## src/rtl/core/lprp_pkg.sv

```systemverilog
// Shared types and constants for the length-prefixed record parser.
`default_nettype none

package lprp_pkg;

  typedef enum logic [3:0] {
    PH_START   = 4'd0,
    PH_KLEN    = 4'd1,
    PH_DLEN    = 4'd2,
    PH_EXPIRY  = 4'd3,
    PH_COLON   = 4'd4,
    PH_KEY     = 4'd5,
    PH_ARROW1  = 4'd6,
    PH_ARROW2  = 4'd7,
    PH_DATA    = 4'd8,
    PH_NEWLINE = 4'd9,
    PH_HALT    = 4'd10
  } phase_t;

  typedef enum logic [2:0] {
    ERR_NONE = 3'd0,
    ERR_CHAR = 3'd1,
    ERR_LEN  = 3'd2,
    ERR_EXP  = 3'd3,
    ERR_END  = 3'd4
  } err_t;

  typedef enum logic [1:0] {
    KIND_FRAME  = 2'd0,
    KIND_KEY    = 2'd1,
    KIND_DATA   = 2'd2,
    KIND_REJECT = 2'd3
  } kind_t;

  localparam logic [7:0] CH_PLUS    = 8'h2b;
  localparam logic [7:0] CH_COMMA   = 8'h2c;
  localparam logic [7:0] CH_AT      = 8'h40;
  localparam logic [7:0] CH_COLON   = 8'h3a;
  localparam logic [7:0] CH_DASH    = 8'h2d;
  localparam logic [7:0] CH_GT      = 8'h3e;
  localparam logic [7:0] CH_NEWLINE = 8'h0a;
  localparam logic [7:0] CH_ZERO    = 8'h30;
  localparam logic [7:0] CH_NINE    = 8'h39;
  localparam logic [7:0] CH_LOW_A   = 8'h61;
  localparam logic [7:0] CH_LOW_F   = 8'h66;
  localparam logic [7:0] CH_UP_A    = 8'h41;
  localparam logic [7:0] CH_UP_F    = 8'h46;

  localparam int EXPIRY_BITS = 64;
  localparam int LEN_OUT_BITS = 31;

endpackage

`default_nettype wire

```

## src/rtl/core/length_prefixed_record_parser_core.sv

```systemverilog
// Byte-serial parser for +KEYLEN,DATALEN[@EXPIRY]:KEY->DATA records.
//
// Input channel: one byte per transfer (data_byte), or an end marker
// (end_of_input) that carries no byte. Output channel: one result per input
// transfer, classing the byte as framing, key or data and carrying the
// current record's lengths, expiry label, line number and status.
// A transfer happens when valid is high and stall is low at a clock edge.
//
// Throughput is one byte per clock unless the receiver stalls: the parse
// state advances in the cycle the byte is accepted, and the result lands in
// a single output register; out_valid rises in the cycle after the transfer.
// When the receiver stalls with a result pending, in_stall rises in the same
// cycle and the pending result and parse state are held until it drains.
//
// Synchronous reset returns the parser to the start of a record with all
// lengths, the expiry, the line counter and the error code cleared. Once an
// error is raised or the terminating empty line is seen, the parser halts:
// every later byte is answered as rejected until the next reset.
`default_nettype none

module length_prefixed_record_parser_core
  import lprp_pkg::*;
#(
  parameter int LENGTH_BITS   = 31,
  parameter int EXPIRY_DIGITS = 16
) (
  input  wire logic        clk,
  input  wire logic        rst,
  input  wire logic        in_valid,
  output logic             in_stall,
  input  wire logic [7:0]  data_byte,
  input  wire logic        end_of_input,
  output logic             out_valid,
  input  wire logic        out_stall,
  output logic [1:0]       byte_kind,
  output logic [7:0]       byte_value,
  output logic             record_done,
  output logic [30:0]      key_length,
  output logic [30:0]      data_length,
  output logic [63:0]      expiry_label,
  output logic             expiry_present,
  output logic             stream_done,
  output logic [2:0]       error_code,
  output logic [31:0]      record_number
);

  localparam int SUM_BITS = LENGTH_BITS + 4;

  // Parse state.
  phase_t                   phase, phase_next;
  logic [LENGTH_BITS-1:0]   num_acc, num_acc_next;
  logic [LENGTH_BITS-1:0]   remaining, remaining_next;
  logic [LENGTH_BITS-1:0]   key_len, key_len_next;
  logic [LENGTH_BITS-1:0]   data_len, data_len_next;
  logic [EXPIRY_BITS-1:0]   exp_acc, exp_acc_next;
  logic [4:0]               hex_count, hex_count_next;
  logic                     exp_seen, exp_seen_next;
  logic [31:0]              line_count, line_count_next;
  err_t                     err, err_next;
  logic                     finished, finished_next;

  // Per-byte decode.
  logic                     in_accept;
  logic                     is_digit;
  logic                     is_hex;
  logic [3:0]               hex_val;
  logic [SUM_BITS-1:0]      dec_sum;
  logic                     dec_overflow;
  logic [4:0]               hex_count_inc;
  kind_t                    kind;
  logic [7:0]               value;
  logic                     done;
  logic [31:0]              key_wide, data_wide;

  assign in_stall  = out_valid & out_stall;
  assign in_accept = in_valid & ~in_stall;

  always_comb begin
    is_digit = 1'b0;
    is_hex   = 1'b1;
    hex_val  = data_byte[3:0];
    case (data_byte) inside
      [CH_ZERO:CH_NINE]: begin
        is_digit = 1'b1;
      end
      [CH_LOW_A:CH_LOW_F], [CH_UP_A:CH_UP_F]: begin
        hex_val = data_byte[3:0] + 4'd9;
      end
      default: begin
        is_hex = 1'b0;
      end
    endcase
  end

  // acc * 10 + digit as two shifted adds; the top four bits flag overflow.
  assign dec_sum = ({4'b0, num_acc} << 3) + ({4'b0, num_acc} << 1)
                 + SUM_BITS'(data_byte[3:0]);
  assign dec_overflow = |dec_sum[SUM_BITS-1:LENGTH_BITS];
  assign hex_count_inc = hex_count + 5'd1;

  always_comb begin
    phase_next      = phase;
    num_acc_next    = num_acc;
    remaining_next  = remaining;
    key_len_next    = key_len;
    data_len_next   = data_len;
    exp_acc_next    = exp_acc;
    hex_count_next  = hex_count;
    exp_seen_next   = exp_seen;
    line_count_next = line_count;
    err_next        = err;
    finished_next   = finished;
    kind            = KIND_FRAME;
    value           = end_of_input ? 8'd0 : data_byte;
    done            = 1'b0;

    if (phase == PH_HALT) begin
      kind  = KIND_REJECT;
      value = 8'd0;
    end else begin
      if (phase == PH_START && line_count != '1) begin
        line_count_next = line_count + 32'd1;
      end
      if (end_of_input) begin
        err_next   = ERR_END;
        phase_next = PH_HALT;
      end else begin
        case (phase)
          PH_START: begin
            if (data_byte == CH_PLUS) begin
              num_acc_next   = '0;
              key_len_next   = '0;
              data_len_next  = '0;
              exp_acc_next   = '0;
              hex_count_next = '0;
              exp_seen_next  = 1'b0;
              phase_next     = PH_KLEN;
            end else if (data_byte == CH_NEWLINE) begin
              finished_next = 1'b1;
              phase_next    = PH_HALT;
            end else begin
              err_next   = ERR_CHAR;
              phase_next = PH_HALT;
            end
          end
          PH_KLEN, PH_DLEN: begin
            if (is_digit) begin
              if (dec_overflow) begin
                err_next   = ERR_LEN;
                phase_next = PH_HALT;
              end else begin
                num_acc_next = dec_sum[LENGTH_BITS-1:0];
              end
            end else if (phase == PH_KLEN) begin
              if (data_byte == CH_COMMA) begin
                key_len_next = num_acc;
                num_acc_next = '0;
                phase_next   = PH_DLEN;
              end else begin
                err_next   = ERR_CHAR;
                phase_next = PH_HALT;
              end
            end else if (data_byte == CH_AT) begin
              data_len_next = num_acc;
              exp_seen_next = 1'b1;
              phase_next    = PH_EXPIRY;
            end else if (data_byte == CH_COLON) begin
              data_len_next  = num_acc;
              remaining_next = key_len;
              phase_next     = (key_len != '0) ? PH_KEY : PH_ARROW1;
            end else begin
              err_next   = ERR_CHAR;
              phase_next = PH_HALT;
            end
          end
          PH_EXPIRY: begin
            if (!is_hex) begin
              err_next   = ERR_EXP;
              phase_next = PH_HALT;
            end else begin
              exp_acc_next   = {exp_acc[EXPIRY_BITS-5:0], hex_val};
              hex_count_next = hex_count_inc;
              if (hex_count_inc >= 5'(EXPIRY_DIGITS)) begin
                phase_next = PH_COLON;
              end
            end
          end
          PH_COLON: begin
            if (data_byte == CH_COLON) begin
              remaining_next = key_len;
              phase_next     = (key_len != '0) ? PH_KEY : PH_ARROW1;
            end else begin
              err_next   = ERR_CHAR;
              phase_next = PH_HALT;
            end
          end
          PH_KEY: begin
            kind           = KIND_KEY;
            remaining_next = remaining - LENGTH_BITS'(1);
            if (remaining_next == '0) begin
              phase_next = PH_ARROW1;
            end
          end
          PH_ARROW1: begin
            if (data_byte == CH_DASH) begin
              phase_next = PH_ARROW2;
            end else begin
              err_next   = ERR_CHAR;
              phase_next = PH_HALT;
            end
          end
          PH_ARROW2: begin
            if (data_byte == CH_GT) begin
              remaining_next = data_len;
              phase_next     = (data_len != '0) ? PH_DATA : PH_NEWLINE;
            end else begin
              err_next   = ERR_CHAR;
              phase_next = PH_HALT;
            end
          end
          PH_DATA: begin
            kind           = KIND_DATA;
            remaining_next = remaining - LENGTH_BITS'(1);
            if (remaining_next == '0) begin
              phase_next = PH_NEWLINE;
            end
          end
          PH_NEWLINE: begin
            if (data_byte == CH_NEWLINE) begin
              done       = 1'b1;
              phase_next = PH_START;
            end else begin
              err_next   = ERR_CHAR;
              phase_next = PH_HALT;
            end
          end
          default: begin
            err_next   = ERR_CHAR;
            phase_next = PH_HALT;
          end
        endcase
      end
    end
  end

  always_ff @(posedge clk) begin
    if (rst) begin
      phase      <= PH_START;
      num_acc    <= '0;
      remaining  <= '0;
      key_len    <= '0;
      data_len   <= '0;
      exp_acc    <= '0;
      hex_count  <= '0;
      exp_seen   <= 1'b0;
      line_count <= '0;
      err        <= ERR_NONE;
      finished   <= 1'b0;
    end else if (in_accept) begin
      phase      <= phase_next;
      num_acc    <= num_acc_next;
      remaining  <= remaining_next;
      key_len    <= key_len_next;
      data_len   <= data_len_next;
      exp_acc    <= exp_acc_next;
      hex_count  <= hex_count_next;
      exp_seen   <= exp_seen_next;
      line_count <= line_count_next;
      err        <= err_next;
      finished   <= finished_next;
    end
  end

  always_ff @(posedge clk) begin
    if (rst) begin
      out_valid <= 1'b0;
    end else if (in_accept) begin
      out_valid <= 1'b1;
    end else if (!out_stall) begin
      out_valid <= 1'b0;
    end
  end

  // Lengths are reported at the fixed 31-bit field width.
  assign key_wide  = 32'(key_len_next);
  assign data_wide = 32'(data_len_next);

  always_ff @(posedge clk) begin
    if (in_accept) begin
      byte_kind      <= kind;
      byte_value     <= value;
      record_done    <= done;
      key_length     <= key_wide[LEN_OUT_BITS-1:0];
      data_length    <= data_wide[LEN_OUT_BITS-1:0];
      expiry_label   <= exp_seen_next ? exp_acc_next : '0;
      expiry_present <= exp_seen_next;
      stream_done    <= finished_next;
      error_code     <= err_next;
      record_number  <= line_count_next;
    end
  end

  // A halted parser never resumes without reset.
  assert property (@(posedge clk) disable iff (rst)
    phase == PH_HALT |=> phase == PH_HALT)
    else $error("parser left the halted phase");

  // A latched error always goes with the halted phase.
  assert property (@(posedge clk) disable iff (rst)
    err != ERR_NONE |-> phase == PH_HALT)
    else $error("error latched while still parsing");

  // A finished stream is halted and carries no error.
  assert property (@(posedge clk) disable iff (rst)
    finished |-> (phase == PH_HALT && err == ERR_NONE))
    else $error("stream done with error or active phase");

  // Key and data phases are entered only with bytes left to count.
  assert property (@(posedge clk) disable iff (rst)
    (phase == PH_KEY || phase == PH_DATA) |-> remaining != '0)
    else $error("payload phase with zero bytes remaining");

endmodule

`default_nettype wire
```

## config.mk

```make
export PLATFORM = sky130hd
export DESIGN_NAME = length_prefixed_record_parser_core
export DESIGN_NICKNAME = d
export VERILOG_FILES = /design/src/rtl/core/lprp_pkg.sv /design/src/rtl/core/length_prefixed_record_parser_core.sv
export SDC_FILE = /design/constraint.sdc
export NUM_CORES = 1
export LEC_CHECK = 0
export BUFFER_PORTS_ARGS = -buffer_cell sky130_fd_sc_hd__buf_2
export CORE_ASPECT_RATIO = 1.75
export CORE_MARGIN = 3
export CORE_UTILIZATION = 35
export DETAILED_ROUTE_END_ITERATION = 16
export PLACE_DENSITY_LB_ADDON = 0.12
export SETUP_SLACK_MARGIN = 0.5
export SLEW_MARGIN = 20
export SYNTH_ARGS = -nofsm -noshare
export SYNTH_HDL_FRONTEND = slang
export SYNTH_SLANG_ARGS = --single-unit
```

## constraint.sdc

```tcl
create_clock -name clk -period 7.1 [get_ports clk]
set_clock_uncertainty 0.2 [all_clocks]
set_input_delay 1.42 -clock clk [delete_from_list [all_inputs] [get_ports clk]]
set_output_delay 1.42 -clock clk [all_outputs]
set_load 0.03 [all_outputs]
```

==> run metrics <==
status=finished, final reports clean; GR Util met1=0.240; Yosys cell types=80; Nets=~2400; Leakage=8.71 nW; Port Buffers=188; largest net degree at the start of global routing=between 100 and 150; Ys Warns=0; P_int=3.89 mW; die width=189 um; Gate power share=0.116; CTS sink count=approximately 410; final wirelength=approximately 67000 um; Clock Tree Root=clkbuf_16; class of the most critical hold timing path=register to register; standard-cell rows=116; clock latency at the later pin of the worst-skew pair=0.56 ns; Max-slew headroom=0.292; Psw=1.43 mW; clock network fraction of design power=0.405; PostCTS Resize Cnt=0; EDFF count, synth=~170; CTS tree=done; fillers=5784; crit path max fanout=17; P&R area growth vs syn=13.9%; core area=0.0576 mm^2; worst-margin pin slew=1.05 ns; GR peak layer=met2; switch share=0.269; CP required=7.38 ns; layout cell share with drive strength beyond 1=0.130; Pwr Density=228 mW/mm^2; post-route clock period utilization=0.812; share of the synthesized area in the top cell type=0.255; height of the die=about 330 um; setup_tns=0 ns; Die Area=0.0617 mm^2; Synth area leader=edfxtp_1; Tmin final=roughly 5.8 ns; count leader, synth=nand2_1; clk slew on worst S/H paths=0.06 ns; CP top delay family=compound AO/OA/AOI/OAI gates; crit end category=register; CTS max path bufs=3; Overflow after GRT=0; RSZ-0062 raised after global routing=no; global-route usage over all layers=0.212; CTS Buf Count=40; Post-CTS Setup Inserts=0; Avg WL per Cell=21.4 um; met3 GRT Util=0.0208; register area share after synthesis=0.484; syn_nets=2311; Flop pwr share=0.479; Max H-tree Level=2; Slowest Stage Delay on Critical Path=around 0.86 ns; Synth top cells by count=303 x nand2_1, 285 x nor2_1, 235 x dfxtp_1; Setup WS pre-CTS=between 0.8 and 0.9 ns; ys flop type=dfxtp_1; kind of critical path=primary input to register; HPWL after DPL=47100 um; WP buf/inv=4; GP Congestion=0.915; Hold Fails Final Rpt=0; Top Ports=between 150 and 200; drt first pass iters=5; violation count after the first detailed-route iteration=between 1000 and 1500; VDD IR max=0.152 mV; FF-to-FF setup slack=between 1.5 and 2 ns; drc violations=0; crit-path cells=buf_2 -> inv_1 -> fa_1 -> inv_1 -> ha_1 -> a21o_1 -> and4_1 -> o21ai_0 -> nand2_1 -> a2111oi_0 -> o21ai_0 -> nand4_2 -> o21a_1 -> buf_4 -> mux2i_1; Mapped Area=just over 0.02 mm^2; FMAX=approximately 170 MHz; setup ws final=1.34 ns; post-synthesis register bit count=409; max capacitance violation total=0; number of global-route vias before repair=17083; final core occ=0.405; syn_area_per_cell=9.21 um^2; antenna violations before repair=0; CP max stage cell=o21a_1; via count=roughly 17000; startpoint types=primary input; met2 usage=0.386; final setup violation count=0; first-pass GRT wire length=approximately 100000 um; routed vias/inst=5.58; Final ANT Viol Nets=0; fin. max-slew vios=0; Starting Density=0.356; Async SR Flop Fraction=0; crit path DAT=6.04 ns; Post-Syn Instances=2227; Hold-fix buffers, CTS=0; ranking of synthesized cells by area=edfxtp_1 25%, dfxtp_1 23%, nand2_1 5.5%, nor2_1 5.2%, a22oi_1 4.9%
-- through the flow --
step | instance area (um^2) | hold slack, ns | cells | power, mW
2_1_floorplan | 20500 | 0.249 | 2227 | 3.04
3_3_place_gp | 22100 | 0.260 | 3055 | 3.22
3_5_place_dp | 22100 | 0.272 | 3055 | 3.22
4_1_cts | 23400 | 0.281 | 3128 | 5.41
5_1_grt | 23400 | 0.302 | 3128 | 5.54
6_report | 23400 | 0.279 | 3129 | 5.33
-- state kept, by name, indices dropped and copies added (netlist names), 32 cells and up --
signal / count
record_number: 32
exp_acc: 64
expiry_label: 64
line_count: 32
-- power by group through the flow --
stage	Combinational, mW	Sequential [mW]	Clock (mW)
6_report	0.620	2.55	2.16
2_1_floorplan	0.336	2.70	0
5_1_grt	0.675	2.55	2.31
4_1_cts	0.625	2.55	2.23
3_3_place_gp	0.623	2.60	0
3_5_place_dp	0.622	2.60	0
-- worst min-delay path: cells and delay by family, from the launching register on --
kind | cells | cell delay, ns
flops | 1 | 0.32
simple gates | 1 | 0.06
compound gates | 1 | 0.05
-- routing by layer --
metal  vias up  wire [um]
li1       8358          -
met1      8477      25900
met2       472      34400
met3       150       2350
met4         0       4270
met5         -          0
-- path summary, 6_finish.rpt --
kind | startpoint | end | cells after the start
setup / recovery | data_byte[3] | num_acc[14]$_SDFFE_PP0P_ | 15
hold / removal | hex_count[1]$_SDFFE_PP0P_ | hex_count[1]$_SDFFE_PP0P_ | 2
setup reg to reg | num_acc[2]$_SDFFE_PP0P_ | num_acc[14]$_SDFFE_PP0P_ | 14
hold reg to reg | hex_count[1]$_SDFFE_PP0P_ | hex_count[1]$_SDFFE_PP0P_ | 2
-- placed cells by master (no fill, tap or decap), types with 46 or more instances in the layout --
cell      synthesis  final
edfxtp_1        174    174
nor2_1          285    284
dfxtp_1         235    235
nand2_1         303    301
xor2_1           46     46
xnor2_1          54     54
a22oi_1         133    133
a21oi_1         176    175
o21ai_0          63     63
buf_2             3    187
ha_1             69     69
-- kinds of logic after synthesis --
kind of cell | synth area share
xor+xnor | 0.0427
flops | 0.484
mux | 0.0144
buf+inv | 0.0346
compound gates | 0.195
simple gates | 0.185
fa+ha+maj | 0.0440
-- area by class of cell --
cell class	count	area (um^2)	area share
Timing Repair Buffer	216	1160	0.0495
Sequential cell	409	9930	0.425
Clock inverter	17	204	0.00873
Tap cell	767	960	0.0411
Clock buffer	56	1070	0.0459
Antenna cell	1	2.50	0.000107
Inverter	28	113	0.00482
Multi-Input combinational cell	1635	9920	0.425
No activity file was read; power rests on OpenSTA's default activity.
